### src/hw/rtl/dqpb_pkg.sv
package dqpb_pkg;

  // default build figures
  localparam int BUFFER_BYTES_DEF = 512;
  localparam int MAX_LABEL_DEF    = 63;
  localparam int CMD_DEPTH_DEF    = 4;

  // fixed message layout
  localparam int          HEADER_BYTES = 12;
  localparam logic [15:0] FLAGS_RD     = 16'h0100;
  localparam logic [15:0] QD_COUNT     = 16'h0001;
  localparam logic [15:0] INET_CLASS   = 16'h0001;
  localparam logic [7:0]  DOT_CHAR     = 8'h2e;
  localparam int          LABEL_W      = 7;

  // status codes
  localparam logic [1:0] ST_OK       = 2'd0;
  localparam logic [1:0] ST_LONG     = 2'd1;
  localparam logic [1:0] ST_OVERFLOW = 2'd2;

  typedef struct packed {
    logic [7:0]  name_char;
    logic        first_char;
    logic        last_char;
    logic [15:0] query_type;
  } item_t;

  typedef struct packed {
    logic        write_valid;
    logic [8:0]  write_addr;
    logic [7:0]  write_byte;
    logic        packet_done;
    logic [1:0]  status;
    logic [9:0]  packet_length;
  } result_t;

  // classified work for one accepted character, front to back
  typedef struct packed {
    logic               hdr;
    logic [15:0]        id;
    logic               dot;
    logic [8:0]         dot_addr;
    logic [LABEL_W-1:0] dot_len;
    logic               chr;
    logic [8:0]         chr_addr;
    logic [7:0]         ch;
    logic               trl;
    logic [8:0]         lab_addr;
    logic [LABEL_W-1:0] lab_len;
    logic [9:0]         pos;
    logic [15:0]        qtype;
    logic               err_done;
    logic [1:0]         err;
  } command_t;

endpackage

### src/hw/rtl/dqpb_front.sv
module dqpb_front #(
  parameter int BUFFER_BYTES = dqpb_pkg::BUFFER_BYTES_DEF,
  parameter int MAX_LABEL    = dqpb_pkg::MAX_LABEL_DEF
) (
  input  logic               clk,
  input  logic               rst,
  input  logic               cfg_write,
  input  logic [15:0]        cfg_data,
  input  logic               accept,
  input  dqpb_pkg::item_t    item,
  output logic               cmd_push,
  output dqpb_pkg::command_t cmd
);

  localparam int PW = $clog2(BUFFER_BYTES + 6);
  localparam logic [PW-1:0] BUF_END = PW'(BUFFER_BYTES);

  logic [15:0]                  query_id;
  logic [PW-1:0]                write_pos, write_pos_next;
  logic [PW-1:0]                label_start, label_start_next;
  logic [dqpb_pkg::LABEL_W-1:0] label_count, label_count_next;
  logic [1:0]                   error_code, error_code_next;
  logic                         pending_dot, pending_dot_next;
  logic                         active;

  // walk one character through header, label close, char and trailer or error report
  always_comb begin
    cmd              = '0;
    active           = item.first_char || (write_pos != '0);
    write_pos_next   = write_pos;
    label_start_next = label_start;
    label_count_next = label_count;
    error_code_next  = error_code;
    pending_dot_next = pending_dot;

    if (item.first_char) begin
      cmd.hdr          = 1'b1;
      cmd.id           = query_id;
      label_start_next = PW'(dqpb_pkg::HEADER_BYTES);
      write_pos_next   = PW'(dqpb_pkg::HEADER_BYTES + 1);
      label_count_next = '0;
      error_code_next  = dqpb_pkg::ST_OK;
      pending_dot_next = 1'b0;
    end

    // a held dot closes the previous label
    if (error_code_next == dqpb_pkg::ST_OK && pending_dot_next) begin
      if (write_pos_next >= BUF_END) begin
        error_code_next = dqpb_pkg::ST_OVERFLOW;
      end else begin
        cmd.dot          = 1'b1;
        cmd.dot_addr     = 9'(label_start_next);
        cmd.dot_len      = label_count_next;
        label_start_next = write_pos_next;
        write_pos_next   = write_pos_next + PW'(1);
        label_count_next = '0;
        pending_dot_next = 1'b0;
      end
    end

    // the character itself
    if (error_code_next == dqpb_pkg::ST_OK) begin
      if (item.name_char == dqpb_pkg::DOT_CHAR) begin
        if (!item.last_char) begin
          pending_dot_next = 1'b1;
        end
      end else if (label_count_next >= dqpb_pkg::LABEL_W'(MAX_LABEL)) begin
        error_code_next = dqpb_pkg::ST_LONG;
      end else if (write_pos_next >= BUF_END) begin
        error_code_next = dqpb_pkg::ST_OVERFLOW;
      end else begin
        cmd.chr          = 1'b1;
        cmd.chr_addr     = 9'(write_pos_next);
        cmd.ch           = item.name_char;
        write_pos_next   = write_pos_next + PW'(1);
        label_count_next = label_count_next + dqpb_pkg::LABEL_W'(1);
      end
    end

    // trailer or error report closes the packet
    if (item.last_char) begin
      if (error_code_next == dqpb_pkg::ST_OK && (write_pos_next + PW'(5)) > BUF_END) begin
        error_code_next = dqpb_pkg::ST_OVERFLOW;
      end
      if (error_code_next == dqpb_pkg::ST_OK) begin
        cmd.trl      = 1'b1;
        cmd.lab_addr = 9'(label_start_next);
        cmd.lab_len  = label_count_next;
        cmd.pos      = 10'(write_pos_next);
        cmd.qtype    = item.query_type;
      end else begin
        cmd.err_done = 1'b1;
        cmd.err      = error_code_next;
      end
      write_pos_next   = '0;
      label_start_next = '0;
      label_count_next = '0;
      pending_dot_next = 1'b0;
    end

    cmd_push = accept && active && (cmd.hdr || cmd.dot || cmd.chr || cmd.trl || cmd.err_done);
  end

  // name state and id counter
  always_ff @(posedge clk) begin
    if (rst) begin
      query_id    <= '0;
      write_pos   <= '0;
      label_start <= '0;
      label_count <= '0;
      error_code  <= dqpb_pkg::ST_OK;
      pending_dot <= 1'b0;
    end else begin
      if (accept && active) begin
        write_pos   <= write_pos_next;
        label_start <= label_start_next;
        label_count <= label_count_next;
        error_code  <= error_code_next;
        pending_dot <= pending_dot_next;
        if (item.first_char) begin
          query_id <= query_id + 16'd1;
        end
      end
      if (cfg_write) begin
        query_id <= cfg_data;
      end
    end
  end

endmodule

### src/hw/rtl/dqpb_cmd_fifo.sv
module dqpb_cmd_fifo #(
  parameter int DEPTH = dqpb_pkg::CMD_DEPTH_DEF
) (
  input  logic               clk,
  input  logic               rst,
  input  logic               wr,
  input  dqpb_pkg::command_t wr_data,
  input  logic               rd,
  output dqpb_pkg::command_t head,
  output logic               full,
  output logic               empty
);

  localparam int AW = (DEPTH > 1) ? $clog2(DEPTH) : 1;
  localparam int CW = $clog2(DEPTH + 1);

  dqpb_pkg::command_t slots [DEPTH];
  logic [AW-1:0]      wr_ptr, rd_ptr;
  logic [CW-1:0]      count;
  logic               do_wr, do_rd;

  assign full  = (count == CW'(DEPTH));
  assign empty = (count == '0);
  assign do_wr = wr && !full;
  assign do_rd = rd && !empty;
  assign head  = slots[rd_ptr];

  // storage
  always_ff @(posedge clk) begin
    if (do_wr) begin
      slots[wr_ptr] <= wr_data;
    end
  end

  // pointers and fill count
  always_ff @(posedge clk) begin
    if (rst) begin
      wr_ptr <= '0;
      rd_ptr <= '0;
      count  <= '0;
    end else begin
      if (do_wr) begin
        wr_ptr <= (wr_ptr == AW'(DEPTH - 1)) ? '0 : wr_ptr + AW'(1);
      end
      if (do_rd) begin
        rd_ptr <= (rd_ptr == AW'(DEPTH - 1)) ? '0 : rd_ptr + AW'(1);
      end
      if (do_wr && !do_rd) begin
        count <= count + CW'(1);
      end else if (do_rd && !do_wr) begin
        count <= count - CW'(1);
      end
    end
  end

endmodule

### src/hw/rtl/dqpb_back.sv
module dqpb_back (
  input  logic               clk,
  input  logic               rst,
  input  dqpb_pkg::command_t head,
  input  logic               head_empty,
  output logic               head_pop,
  input  logic               pop,
  output logic               empty,
  output dqpb_pkg::result_t  result
);

  typedef enum logic [2:0] {
    PH_HDR,
    PH_DOT,
    PH_CHR,
    PH_TRL,
    PH_ERR,
    PH_END
  } phase_t;

  phase_t            phase, cur_phase, nxt_phase;
  logic [3:0]        idx, cur_idx;
  logic              busy;
  logic              out_valid;
  logic              advance;
  logic              phase_last;
  dqpb_pkg::result_t word;

  // next phase of a command that has work after the given one
  function automatic phase_t phase_after(phase_t p, dqpb_pkg::command_t c);
    if (p == PH_HDR && c.dot) return PH_DOT;
    if ((p == PH_HDR || p == PH_DOT) && c.chr) return PH_CHR;
    if (p != PH_TRL && p != PH_ERR && c.trl) return PH_TRL;
    if (p != PH_TRL && p != PH_ERR && c.err_done) return PH_ERR;
    return PH_END;
  endfunction

  assign empty   = !out_valid;
  assign advance = !out_valid || pop;

  // sequence position and the word it produces
  always_comb begin
    cur_phase  = busy ? phase : (head.hdr ? PH_HDR : phase_after(PH_HDR, head));
    cur_idx    = busy ? idx : 4'd0;
    phase_last = 1'b1;
    word       = '0;
    case (cur_phase)
      PH_HDR: begin
        phase_last       = (cur_idx == 4'd11);
        word.write_valid = 1'b1;
        word.write_addr  = 9'(cur_idx);
        case (cur_idx)
          4'd0:    word.write_byte = head.id[15:8];
          4'd1:    word.write_byte = head.id[7:0];
          4'd2:    word.write_byte = dqpb_pkg::FLAGS_RD[15:8];
          4'd3:    word.write_byte = dqpb_pkg::FLAGS_RD[7:0];
          4'd4:    word.write_byte = dqpb_pkg::QD_COUNT[15:8];
          4'd5:    word.write_byte = dqpb_pkg::QD_COUNT[7:0];
          default: word.write_byte = 8'd0;
        endcase
      end
      PH_DOT: begin
        word.write_valid = 1'b1;
        word.write_addr  = head.dot_addr;
        word.write_byte  = 8'(head.dot_len);
      end
      PH_CHR: begin
        word.write_valid = 1'b1;
        word.write_addr  = head.chr_addr;
        word.write_byte  = head.ch;
      end
      PH_TRL: begin
        phase_last       = (cur_idx == 4'd5);
        word.write_valid = 1'b1;
        case (cur_idx)
          4'd0: begin
            word.write_addr = head.lab_addr;
            word.write_byte = 8'(head.lab_len);
          end
          4'd1: begin
            word.write_addr = 9'(head.pos);
            word.write_byte = 8'd0;
          end
          4'd2: begin
            word.write_addr = 9'(head.pos + 10'd1);
            word.write_byte = head.qtype[15:8];
          end
          4'd3: begin
            word.write_addr = 9'(head.pos + 10'd2);
            word.write_byte = head.qtype[7:0];
          end
          4'd4: begin
            word.write_addr = 9'(head.pos + 10'd3);
            word.write_byte = dqpb_pkg::INET_CLASS[15:8];
          end
          default: begin
            word.write_addr    = 9'(head.pos + 10'd4);
            word.write_byte    = dqpb_pkg::INET_CLASS[7:0];
            word.packet_done   = 1'b1;
            word.status        = dqpb_pkg::ST_OK;
            word.packet_length = head.pos + 10'd5;
          end
        endcase
      end
      PH_ERR: begin
        word.packet_done = 1'b1;
        word.status      = head.err;
      end
      default: begin
        word = '0;
      end
    endcase
    nxt_phase = phase_last ? phase_after(cur_phase, head) : cur_phase;
    head_pop  = advance && !head_empty && (nxt_phase == PH_END);
  end

  // sequencer state and output register
  always_ff @(posedge clk) begin
    if (rst) begin
      busy      <= 1'b0;
      phase     <= PH_HDR;
      idx       <= 4'd0;
      out_valid <= 1'b0;
    end else if (advance) begin
      out_valid <= !head_empty;
      if (!head_empty) begin
        result <= word;
        if (nxt_phase == PH_END) begin
          busy <= 1'b0;
        end else begin
          busy  <= 1'b1;
          phase <= nxt_phase;
          idx   <= phase_last ? 4'd0 : cur_idx + 4'd1;
        end
      end
    end
  end

endmodule

### src/hw/rtl/dns_query_packet_builder.sv
// DNS query packet builder
// Input queue side: present one name character on item with push; it is taken
// on a clock edge where push is high and full is low. first_char opens a packet,
// last_char closes it and carries query_type. cfg_write loads the query id
// counter from cfg_data; write it only while no name is in flight.
// Result queue side: while empty is low, result holds the oldest byte write;
// pop on a clock edge with empty low takes it.
// A character is classified in the cycle it is taken and queued as at most one
// command; the queue and then the output register carry it to the result port.
// Throughput: input accepts one character per cycle while the command queue
// has room. The result sequencer emits one word per cycle when pop allows it:
// a plain character gives one write, a closed label 2, a header 12 more and a
// trailer 6 more, up to 19 words per item; the result port sets the sustained rate.
// When pop is held low the output register keeps its word, the sequencer stops,
// and full rises only after the command queue fills.
// Synchronous reset empties both queues, clears the name state and sets the
// query id to zero.
module dns_query_packet_builder #(
  parameter int BUFFER_BYTES = dqpb_pkg::BUFFER_BYTES_DEF,
  parameter int MAX_LABEL    = dqpb_pkg::MAX_LABEL_DEF,
  parameter int CMD_DEPTH    = dqpb_pkg::CMD_DEPTH_DEF
) (
  input  logic              clk,
  input  logic              rst,
  input  logic              cfg_write,
  input  logic [15:0]       cfg_data,
  input  logic              push,
  output logic              full,
  input  dqpb_pkg::item_t   item,
  output logic              empty,
  input  logic              pop,
  output dqpb_pkg::result_t result
);

  logic               accept;
  logic               cmd_push;
  logic               cmd_pop;
  logic               cmd_empty;
  dqpb_pkg::command_t cmd;
  dqpb_pkg::command_t head;

  assign accept = push && !full;

  // classification front
  dqpb_front #(
    .BUFFER_BYTES (BUFFER_BYTES),
    .MAX_LABEL    (MAX_LABEL)
  ) u_front (
    .clk       (clk),
    .rst       (rst),
    .cfg_write (cfg_write),
    .cfg_data  (cfg_data),
    .accept    (accept),
    .item      (item),
    .cmd_push  (cmd_push),
    .cmd       (cmd)
  );

  // command queue between the halves
  dqpb_cmd_fifo #(
    .DEPTH (CMD_DEPTH)
  ) u_fifo (
    .clk     (clk),
    .rst     (rst),
    .wr      (cmd_push),
    .wr_data (cmd),
    .rd      (cmd_pop),
    .head    (head),
    .full    (full),
    .empty   (cmd_empty)
  );

  // byte write sequencer
  dqpb_back u_back (
    .clk        (clk),
    .rst        (rst),
    .head       (head),
    .head_empty (cmd_empty),
    .head_pop   (cmd_pop),
    .pop        (pop),
    .empty      (empty),
    .result     (result)
  );

endmodule

### config.mk
export PLATFORM = sky130hd
export DESIGN_NAME = dns_query_packet_builder
export DESIGN_NICKNAME = d
export VERILOG_FILES = /design/src/hw/rtl/dqpb_pkg.sv /design/src/hw/rtl/dqpb_front.sv /design/src/hw/rtl/dqpb_cmd_fifo.sv /design/src/hw/rtl/dqpb_back.sv /design/src/hw/rtl/dns_query_packet_builder.sv
export SDC_FILE = /design/constraint.sdc
export NUM_CORES = 1
export LEC_CHECK = 0
export ABC_AREA = 0
export BUFFER_PORTS_ARGS = -buffer_cell sky130_fd_sc_hd__buf_2
export CAP_MARGIN = 30
export CORE_ASPECT_RATIO = 1.4
export CORE_UTILIZATION = 35
export CTS_BUF_LIST = sky130_fd_sc_hd__clkbuf_8
export DETAILED_ROUTE_END_ITERATION = 16
export PLACE_DENSITY = 0.52
export SLEW_MARGIN = 20
export SYNTH_ARGS = -nofsm -noshare
export SYNTH_HDL_FRONTEND = slang
export SYNTH_SLANG_ARGS = --single-unit
### constraint.sdc
create_clock -name clk -period 10.55 [get_ports clk]
set_input_delay 0.5275 -clock clk [delete_from_list [all_inputs] [get_ports clk]]
set_output_delay 0.5275 -clock clk [all_outputs]
set_load 0.03 [all_outputs]
==> results of run 1 <==
[final timing paths]
kind                           to            startpoint
max           u_fifo.slots[0][20]  u_front.write_pos[9]
min          u_front.query_id[13]          cfg_data[13]
max reg2reg   u_fifo.slots[0][20]  u_front.write_pos[9]
min reg2reg         u_back.idx[1]         u_back.idx[1]
[cells by family (layout without fill, tap and decap cells)]
kind of cell / Yosys count / count (layout)
buffers and inverters: 129 / 286
and+or+nand+nor: 443 / 443
DFF: 486 / 486
other: 0 / 1
xor gates and xnor gates: 49 / 49
AOI/OAI and AO/OA: 230 / 230
adders and majority gates: 23 / 23
muxes: 131 / 131
[metal layers]
| metal | part of all wire [%] | vias to the layer above | global-route usage, % |
|---|---|---|---|
| li1 | - | 5915 | - |
| met1 | 41 | 6603 | 22.8 |
| met2 | 52 | 378 | 33.3 |
| met3 | 4.1 | 99 | 2.90 |
| met4 | 2.7 | 2 | 6.66 |
| met5 | 0.018 | - | 0 |
[worst register-to-register path, stage by stage, from the launching register on]
cell,delay [ns]
dfxtp_1,0.41
or4b_1,0.58
and3_1,0.24
ha_1,0.23
a211oi_1,0.22
nor3_1,0.10
a211o_1,0.56
inv_2,0.49
nand3b_1,0.16
xnor2_1,0.35
nor3_1,0.10
a31oi_1,0.23
nand4b_4,0.17
buf_4,0.61
nor2_1,0.25
[cells in the final DEF, fill, tap and decap left out, drive strengths merged, types with 8 or more instances in the layout]
master    n
edfxtp  423
nor2    163
buf     105
a21oi    93
clkbuf   88
mux4     84
nand2    73
inv      72
dfxtp    63
nand3    44
and2     38
o21ai    29
and3     28
nor3     28
mux2     27
a22oi    25
xor2     25
xnor2    24
ha       21
mux2i    20
nor2b    17
clkinv   13
a31oi    12
a221oi   10
a211oi    9
nand2b    9
o211ai    9
nand4     8
nor4      8
[state kept, by name (all words and copies together), names as in the netlist, 4 cells and up, named ones only]
register / count
u_front.write_pos: 10
u_back.idx: 4
u_front.query_id: 16
u_front.label_start: 9
u_front.label_count: 7
u_fifo.slots: 392
u_back.result: 31
[power by group through the flow]
stage,clock (mW),combinational (mW),sequential (mW)
2_1_floorplan,0,0.555,2.42
3_3_place_gp,0,0.984,2.36
3_5_place_dp,0,0.994,2.36
4_1_cts,1.65,0.998,2.32
5_1_grt,1.72,1.06,2.33
6_report,1.60,0.987,2.32
[metrics by stage]
step	power [mW]	setup WS [ns]	hold WS, ns	cell area, um^2	util (%)
after floorplan	2.98	4.83	0.432	21400	-
after detailed placement	3.35	5.04	0.464	22600	37.7
after global placement	3.34	5.02	0.440	22600	37.6
final	4.91	5.54	0.0953	24200	40.3
after CTS	4.97	5.49	0.0348	24200	40.2
after global routing	5.11	5.13	0.0785	24200	40.3
[area by class of cell]
| class | instances | area, um^2 | share of cell area [%] |
|---|---|---|---|
| flip-flops and latches | 486 | 14000 | 57.7 |
| multi-input cells | 876 | 6900 | 28.5 |
| clock buffers | 87 | 1200 | 4.95 |
| well taps | 810 | 1010 | 4.19 |
| repair buffers | 106 | 633 | 2.62 |
| clock inverters | 52 | 337 | 1.39 |
| inverters | 41 | 154 | 0.636 |
| diodes | 1 | 2.50 | 0.0103 |
==> results.md, run 1 <==
* Clock Path Buffers at 3
* Slew @ Worst Pin at 0.959 ns
* Die H at 294 um
* Final Setup Violations at 0
* Tcrit/Tclk final at 47.4%
* Status: finished, final reports clean
* Die area at 62000 um^2
* Share of layout cells above drive strength 1 at 21.1%
* Top cell type by total area after synthesis: edfxtp_1
* RSZ-0062 raised after global routing: no
* CP most frequent cell: nor3_1
* Nets at 1659
* FILL cells at 5600
* Total CTS buffers at 78
* WL per Instance at 23.2 um
* Slew Viols, Final at 0
* Internal at 3.44 mW
* Crit-path max FO at 43
* Syn Nets at 1561
* PortBufs at 79
* Via-per-instance ratio at 5.29
* Worst vdd ir at 0.000110 V
* Fin crit period at 5.01 ns
* Largest net degree at the start of global routing at 65
* Gpl congestion at 0.888
* H-Tree Level Count at 3
* Final WL at 57.1 mm
* Max transition margin at 36.1%
* Via count at 13000
* Max Clk Rate at 200 MHz
* Final Hold Viols at 0
* Synth unique cells at 81
* Most common cell in the synthesized netlist: edfxtp_1
* Top Ports at 80
* Ys async rst share at 0%
* Post-synthesis adder-cell area fraction at 1.42%
* Reg-to-reg slack, setup at 5.54 ns
* Vias in the first global route at 13300
* Placed cells at 2317
* CP Launch Type: flop
* Syn Area/Cell at 14.3 um^2
* Flop pwr share at 47.3%
* DP HPWL at 37.8 mm
* Post-CTS Setup Inserts at 0
* Gate power share at 20.1%
* Critical path capture point type: flop
* Top cell type's share of synthesized area at 59.5%
* Worst-case reg-to-reg path depth at 14
* Area Growth Syn to Fin at 13.3%
* Syn Std Cell Area at 21400 um^2
* Mapped Cells at 1491
* Xor/xnor share of the synthesized area at 2.01%
* Top_reg_cell synth: edfxtp_1
* Critical path depth at 14
* Leak at 8.26 nW
* Root Buffer: clkbuf_8
* Latest clock arrival within the worst-skew pair at 0.67 ns
* First-pass GRT wire length at 85.3 mm
* Number of synthesized flops with an enable pin at 423
* Initial antenna violation count at 2
* Synth Register Bits at 486
* Sequential fraction of the synthesis area at 65.4%
* Synth warn at 0
* NetSw at 1.47 mW
* Commonest cells in the netlist: edfxtp_1 (423), nor2_1 (163), a21oi_1 (93)
* Worst Hold Depth at 3
* Critical path cell sequence: or4b_1 -> and3_1 -> ha_1 -> a211oi_1 -> nor3_1 -> a211o_1 -> inv_2 -> nand3b_1 -> xnor2_1 -> nor3_1 -> a31oi_1 -> nand4b_4 -> buf_4 -> nor2_1
* Sum Neg Setup Slack at 0 ns
* Die width at 211 um
* Pwr Density at 203 nW/um^2
* Crit Path Class: flop to flop
* Worst path bufs/invs at 2
* Post-synthesis compound-gate area fraction at 6.94%
* Gr usage total at 18.7%
* 1st-pass router iterations at 5
* 1st-iter DRT viols at 1005
* DRC violations left at 0
* Largest family of logic cells by synthesized area: multiplexers
* Skew final at 0.0259 ns
* CP delay by family, top: simple AND/OR/NAND/NOR gates
* Critical Path AT at 5.34 ns
* Clock share of power at 32.6%
* Site Rows at 106
* Max-cap violations at 0
* Synth Area in Simple Gates at 10.6%
* CP Data Required Time at 10.89 ns
* Initial Utilization at 35.6%
* Final Instance Count excl. Fillers at 2459
* Synth area leaders: edfxtp_1 (59%), mux4_2 (8.9%), dfxtp_1 (5.9%)
* CTS clock-pin slew for the worst setup and hold paths at 0.06 ns
* Cts hold-fix bufs at 0
* Worst path max stage delay at 0.61 ns
* Sw frac at 29.9%
* GRT overflow at 0
* Mux contribution to synthesized area at 11.2%
* Clk sinks at 486
* Hold Path Class: primary input to flop
* Core area at 60100 um^2
* Slowest CP cell: buf_4
* CTS tree: built
* Post-cts sizing count at 0
* Post-DRT Antenna Nets at 0
Note: power is estimated with default switching activity, not from simulation.
==> run 2, diff against run 1 <==
--- a/config.mk
+++ b/config.mk
@@ -5,14 +5,14 @@
 export SDC_FILE = /design/constraint.sdc
 export NUM_CORES = 1
 export LEC_CHECK = 0
-export ABC_AREA = 0
+export ABC_AREA = 1
 export BUFFER_PORTS_ARGS = -buffer_cell sky130_fd_sc_hd__buf_2
 export CAP_MARGIN = 30
 export CORE_ASPECT_RATIO = 1.4
 export CORE_UTILIZATION = 35
 export CTS_BUF_LIST = sky130_fd_sc_hd__clkbuf_8
 export DETAILED_ROUTE_END_ITERATION = 16
-export PLACE_DENSITY = 0.52
+export PLACE_DENSITY = 0.54
 export SLEW_MARGIN = 20
 export SYNTH_ARGS = -nofsm -noshare
 export SYNTH_HDL_FRONTEND = slang
==> constraint.sdc (replaced) <==
create_clock -name clk -period 4.1 [get_ports clk]
set_input_delay 0.205 -clock clk [delete_from_list [all_inputs] [get_ports clk]]
set_output_delay 0.205 -clock clk [all_outputs]
set_load 0.03 [all_outputs]
==> run 2 against run 1 <==
Compared with the run above:
- sequential power grew to 2.5 times the previous value
- hold slack lost 0.039 ns
- design area up 6.7%
- core utilization rose by 1.2 points
==> results.md, run 2 <==
* Nets at 2390
* Flop pwr share at 47.3%
* CP Launch Type: flop
* Syn Area/Cell at 10.2 um^2
* Commonest non-fill, non-tap cell in the layout: edfxtp_1
* Worst path max stage delay at 0.35 ns
* DRC violations left at 0
* Max Clk Rate at 268 MHz
* CP most frequent cell: nand2_1
* PortBufs at 79
* Vias in the first global route at 16400
* Internal at 8.70 mW
* Final worst setup slack at 0.368 ns
* Worst vdd ir at 0.000190 V
* Final WL at 65.0 mm
* Synth unique cells at 53
* Gate power share at 18.5%
* Crit Path Class: flop to flop
* CTS clock-pin slew for the worst setup and hold paths at 0.06 ns
* Largest registers: u_fifo.slots: 392 flops, u_back.result: 31 flops, u_front.query_id: 16 flops
* Initial antenna violation count at 1
* CTS tree: built
* Sequential fraction of the synthesis area at 63.4%
* Crit-path max FO at 25
* Clock Path Buffers at 3
* Reg-to-reg slack, setup at 0.37 ns
* First-pass GRT wire length at 98.2 mm
* Syn Nets at 2229
* Top_reg_cell synth: edfxtp_1
* Core area at 62200 um^2
* DP HPWL at 42.2 mm
* Gr usage total at 20.2%
* Area Growth Syn to Fin at 17.2%
* Top Ports at 80
* Initial Utilization at 35.5%
* Final Setup Violations at 0
* 1st-iter DRT viols at 1275
* Ys async rst share at 0%
* Pwr Total at 12.4 mW
* Clk sinks at 486
* Synth Register Bits at 486
* Latest clock arrival within the worst-skew pair at 0.67 ns
* Clock share of power at 34.2%
* Critical path capture point type: flop
* CP Data Required Time at 4.58 ns
* Post-DRT Antenna Nets at 0
* Gpl congestion at 0.905
* Max reg flops at 392
* Critical Path AT at 4.21 ns
* Total CTS buffers at 77
* Commonest cells in the netlist: edfxtp_1 (423), nor2_1 (350), nand2_1 (326)
* NetSw at 3.71 mW
* Skew final at 0.0341 ns
* Top reg by flops: u_fifo.slots
* Syn Std Cell Area at 22000 um^2
* Number of synthesized flops with an enable pin at 423
* Die H at 299 um
* Commonest non-fill, non-tap cells in the layout: edfxtp_1 (423), nor2_1 (344), nand2_1 (326)
* Slowest CP cell: dfxtp_1
* Worst path bufs/invs at 7
* WL per Instance at 20.2 um
* Final hold slack at 0.0567 ns
* Most common cell in the synthesized netlist: edfxtp_1
* RSZ-0062 raised after global routing: no
* Root Buffer: clkbuf_8
* Site Rows at 108
* Synth area leaders: edfxtp_1 (58%), nor2_1 (6.0%), dfxtp_1 (5.7%)
* Max-cap violations at 0
* Slew Viols, Final at 0
* Final core utilization at 41.5%
* H-Tree Level Count at 3
* Share of layout cells above drive strength 1 at 13.8%
* Top cell type's share of synthesized area at 57.6%
* Tcrit/Tclk final at 91.0%
* CP delay by family, top: simple AND/OR/NAND/NOR gates
* Final Hold Viols at 0
* 1st-pass router iterations at 5
* Via-per-instance ratio at 5.18
* Hold Path Class: primary input to flop
* Mapped Cells at 2159
* Leak at 9.57 nW
* Pre-CTS setup slack at 0.233 ns
* Die area at 64000 um^2
* Sw frac at 29.9%
* Pwr Density at 481 nW/um^2
* Via count at 16600
* Fin crit period at 3.73 ns
* Slew @ Worst Pin at 0.965 ns
* Top cell type by total area after synthesis: edfxtp_1
* Die width at 214 um
* Status: finished, final reports clean
* Synth warn at 0
* Largest net degree at the start of global routing at 177
* Max transition margin at 35.6%
* GRT overflow at 0
## run 2: final timing paths
path                                       endpoint  cells past startpoint                 from
worst min-delay path            u_front.query_id[0]                      3            cfg_write
worst max register to register  u_fifo.slots[1][31]                     27  u_front.pending_dot
worst max-delay path            u_fifo.slots[1][31]                     27  u_front.pending_dot
worst min register to register      u_back.phase[2]                      2      u_back.phase[2]
## run 2: area by class of cell
class | instances | area, um^2
flip-flops and latches | 486 | 14000
clock buffers | 79 | 1090
inverters | 194 | 737
diodes | 1 | 2.50
multi-input cells | 1370 | 6920
repair buffers | 191 | 1580
well taps | 825 | 1030
fillers | 6075 | 36300
clock inverters | 63 | 484
## run 2: tightest hold or removal path: stages
cell and delay, ns:
buf_2 0.20, nor2_1 0.15, a221oi_1 0.09
## run 2: metal layers
| metal | global-route usage (%) | wire length [um] |
|---|---|---|
| met1 | 24.5 | 26500 |
| met2 | 35.5 | 32900 |
| met3 | 2.50 | 2910 |
| met4 | 9.88 | 2710 |
| met5 | 0 | 0 |
## run 2: what timing repair did
action | in CTS | in global routing
hold endpoints to repair | 114 | 0
setup endpoints to repair | 0 | 58
hold buffers | 49 | 0
gates resized for setup | 0 | 7
buffers inserted | 0 | 1
## run 2: cell families after synthesis
family	count (synthesis)	share of synthesized area, %
AND/OR/NAND/NOR	876	17.4
flip-flops	486	63.4
AO/OA/AOI/OAI	453	11.6
buffers and inverters	303	5.58
adder cells (fa/ha/maj)	23	1.37
XOR/XNOR	18	0.715
## run 2: power groups by stage
stage / clock network, mW / registers, mW / logic, mW
finish: 4.24 / 5.87 / 2.30
CTS: 4.37 / 5.87 / 2.30
detailed placement: 0 / 5.97 / 2.25
global route: 4.57 / 5.90 / 2.51
floorplan: 0 / 6.07 / 1.24
global placement: 0 / 5.97 / 2.23
## run 2: stage by stage
step           instance area [um^2]  TNS [ns]  instances
2_1_floorplan                 22000   -389.47       2159
3_3_place_gp                  23700         0       3015
6_report                      25800         0       3209
4_1_cts                       25800         0       3207
3_5_place_dp                  23700         0       3016
5_1_grt                       25800         0       3209
==> run 3, diff against run 2 <==
==> constraint.sdc (replaced) <==
create_clock -name clk -period 4.1 [get_ports clk]
set_input_delay 0.82 -clock clk [delete_from_list [all_inputs] [get_ports clk]]
set_output_delay 0.82 -clock clk [all_outputs]
set_load 0.03 [all_outputs]
==> run 3 against run 2 <==
Compared with the run above:
- fmax increased by 2.7%
- worst setup slack improved by 0.099 ns
- flip-flop and latch count is the same
- count of clock-buffer cells in the layout up 6
- hold slack gained 0.40 ns
- first-iteration DRC count down 13%
- clock skew is 0.00071 ns higher
- clock power decreased by 9.2%
- critical path depth down 17
- design area is 1.1% lower
- sequential power is essentially flat
- critical path type unchanged
==> results.md, run 3 (same netlist as run 2, synthesis figures left out) <==
* CP Data Required Time at 4.46 ns
* Final Hold Viols at 0
* Met3 usage in global routing at 2.93%
* Initial Utilization at 35.5%
* Commonest non-fill, non-tap cell in the layout: edfxtp_1
* Pwr Total at 12.0 mW
* Share of layout cells above drive strength 1 at 15.5%
* Crit-path max FO at 36
* Worst vdd ir at 0.000215 V
* Post-DRT Antenna Nets at 0
* CP Launch Type: flop
* R2r endpoint: u_back.result[22]
* Root Buffer: clkbuf_8
* Gr usage total at 20.7%
* Placed cells at 3063
* Final worst setup slack at 0.467 ns
* Worst Hold Depth at 3
* FILL cells at 6109
* Die area at 64000 um^2
* Slew @ Worst Pin at 0.906 ns
* CTS tree: built
* Critical Path AT at 4.00 ns
* Initial antenna violation count at 1
* Slew Viols, Final at 0
* Final core utilization at 41.1%
* Nets at 2386
* Via count at 16500
* Status: finished, final reports clean
* Tcrit/Tclk final at 88.6%
* Min-delay src: cfg_data[1]
* PortBufs at 79
* GRT overflow at 0
* H-Tree Level Count at 3
* Top Ports at 80
* Largest registers: u_fifo.slots: 392 flops, u_back.result: 31 flops, u_front.query_id: 16 flops
* First-pass GRT wire length at 99.9 mm
* Reg-to-reg slack, setup at 0.47 ns
* Crit Path Class: flop to flop
* Busiest grt layer: met2
* Multi-input gate area at 6920 um^2
* Final Setup Violations at 0
* Total CTS buffers at 76
* Latest clock arrival within the worst-skew pair at 0.68 ns
* Max reg flops at 392
* RSZ-0062 raised after global routing: no
* Cts hold-fix bufs at 0
* DP HPWL at 44.6 mm
* Via-per-instance ratio at 5.16
* Fin crit period at 3.63 ns
* Core area at 62200 um^2
* CTS clock-pin slew for the worst setup and hold paths at 0.06 ns
* Hold Path Class: primary input to flop
* Grt met2 use at 35.6%
* Hold endpoint: u_front.query_id[1]
* DRC violations left at 0
* Gpl congestion at 0.909
* Met1 Use GR at 25.0%
* Largest net degree at the start of global routing at 96
* Final Instance Count excl. Fillers at 3204
* Sum Neg Setup Slack at 0 ns
* Max-cap violations at 0
* Finished Cell Area at 25500 um^2
* Worst-case reg-to-reg path depth at 10
* Commonest non-fill, non-tap cells in the layout: edfxtp_1 (423), nor2_1 (344), nand2_1 (324)
* Pre-CTS setup slack at 0.0821 ns
* Post-CTS Setup Inserts at 0
* Die H at 299 um
* 1st-iter DRT viols at 1109
* Final hold slack at 0.460 ns
* Skew final at 0.0348 ns
* Pwr Density at 471 nW/um^2
* Clock Path Buffers at 3
* Critical path capture point type: flop
* Final WL at 66.5 mm
* Vias in the first global route at 16300
* Placed instance area at 24100 um^2
* Area Growth Syn to Fin at 15.9%
* Top reg by flops: u_fifo.slots
* Clk sinks at 486
* Die width at 214 um
* Max Clk Rate at 275 MHz
* Leak at 9.55 nW
* 1st-pass router iterations at 5
* Site Rows at 108
* Max transition margin at 39.1%
* FF/Latch Area at 14000 um^2
* WL per Instance at 20.8 um
## run 3: cell count changes in the layout (fill, tap and decap cells not counted), moves of 4 or more
| cell | delta |
|---|---|
| dlygate4sd3_1 | -49 |
| buf_4 | +45 |
| bufinv_16 | -7 |
| clkbuf_8 | +6 |
| clkinv_2 | -5 |
| inv_1 | +5 |
| nor3_1 | +4 |
| nor3_2 | -4 |
## run 3: cell type report
| class | count | share of cell area [%] |
|---|---|---|
| Timing Repair Buffer | 188 | 5.68 |
| Sequential cell | 486 | 54.7 |
| Tap cell | 825 | 4.04 |
| Clock inverter | 55 | 0.931 |
| Inverter | 194 | 2.91 |
| Clock buffer | 85 | 4.58 |
| Multi-Input combinational cell | 1370 | 27.1 |
| Antenna cell | 1 | 0.00980 |
## run 3: critical path: stages (launching register included)
cell and delay, ns:
dfxtp_4 0.47, buf_4 0.40, buf_4 0.52, nand3_1 0.14
nand2_1 0.18, inv_1 0.17, fa_1 0.46, nand2_1 0.08
nand4_1 0.10, a221oi_1 0.50, o21ai_0 0.27
## run 3: worst max path at each step
stage | cells past startpoint | slack (ns) | from | endpoint
5_1_grt | 25 | 0.02 | flop | u_fifo.count[2]
3_5_place_dp | 23 | 0.08 | item[17] | u_fifo.slots[2][11]
3_3_place_gp | 25 | 0.08 | item[17] | u_fifo.slots[0][4]
2_1_floorplan | 18 | -0.24 | item[17] | u_fifo.slots[0][0]
6_report | 10 | 0.47 | flop | u_back.result[22]
4_1_cts | 23 | 0.27 | flop | u_fifo.count[1]
## run 3: per-layer routing
metal  share of wire (%)  wire length [um]
met1                  41             27000
met2                  50             33200
met4                 4.9              3240
met5                   0                 0
met3                 4.7              3100
## run 3: timing repair
item                       CTS  global route
gates resized for setup      0             2
setup endpoints to repair    0             2
hold endpoints to repair     0             0
## run 3: report_power, final
| group | leakage (nW) | switching (mW) | total [mW] | internal (mW) |
|---|---|---|---|---|
| sequential | 4.38 | 0.130 | 5.88 | 5.75 |
| clock | 0.827 | 1.94 | 3.85 | 1.91 |
| combinational | 4.34 | 1.62 | 2.30 | 0.683 |
| total | 9.55 | 3.69 | 12.0 | 8.34 |
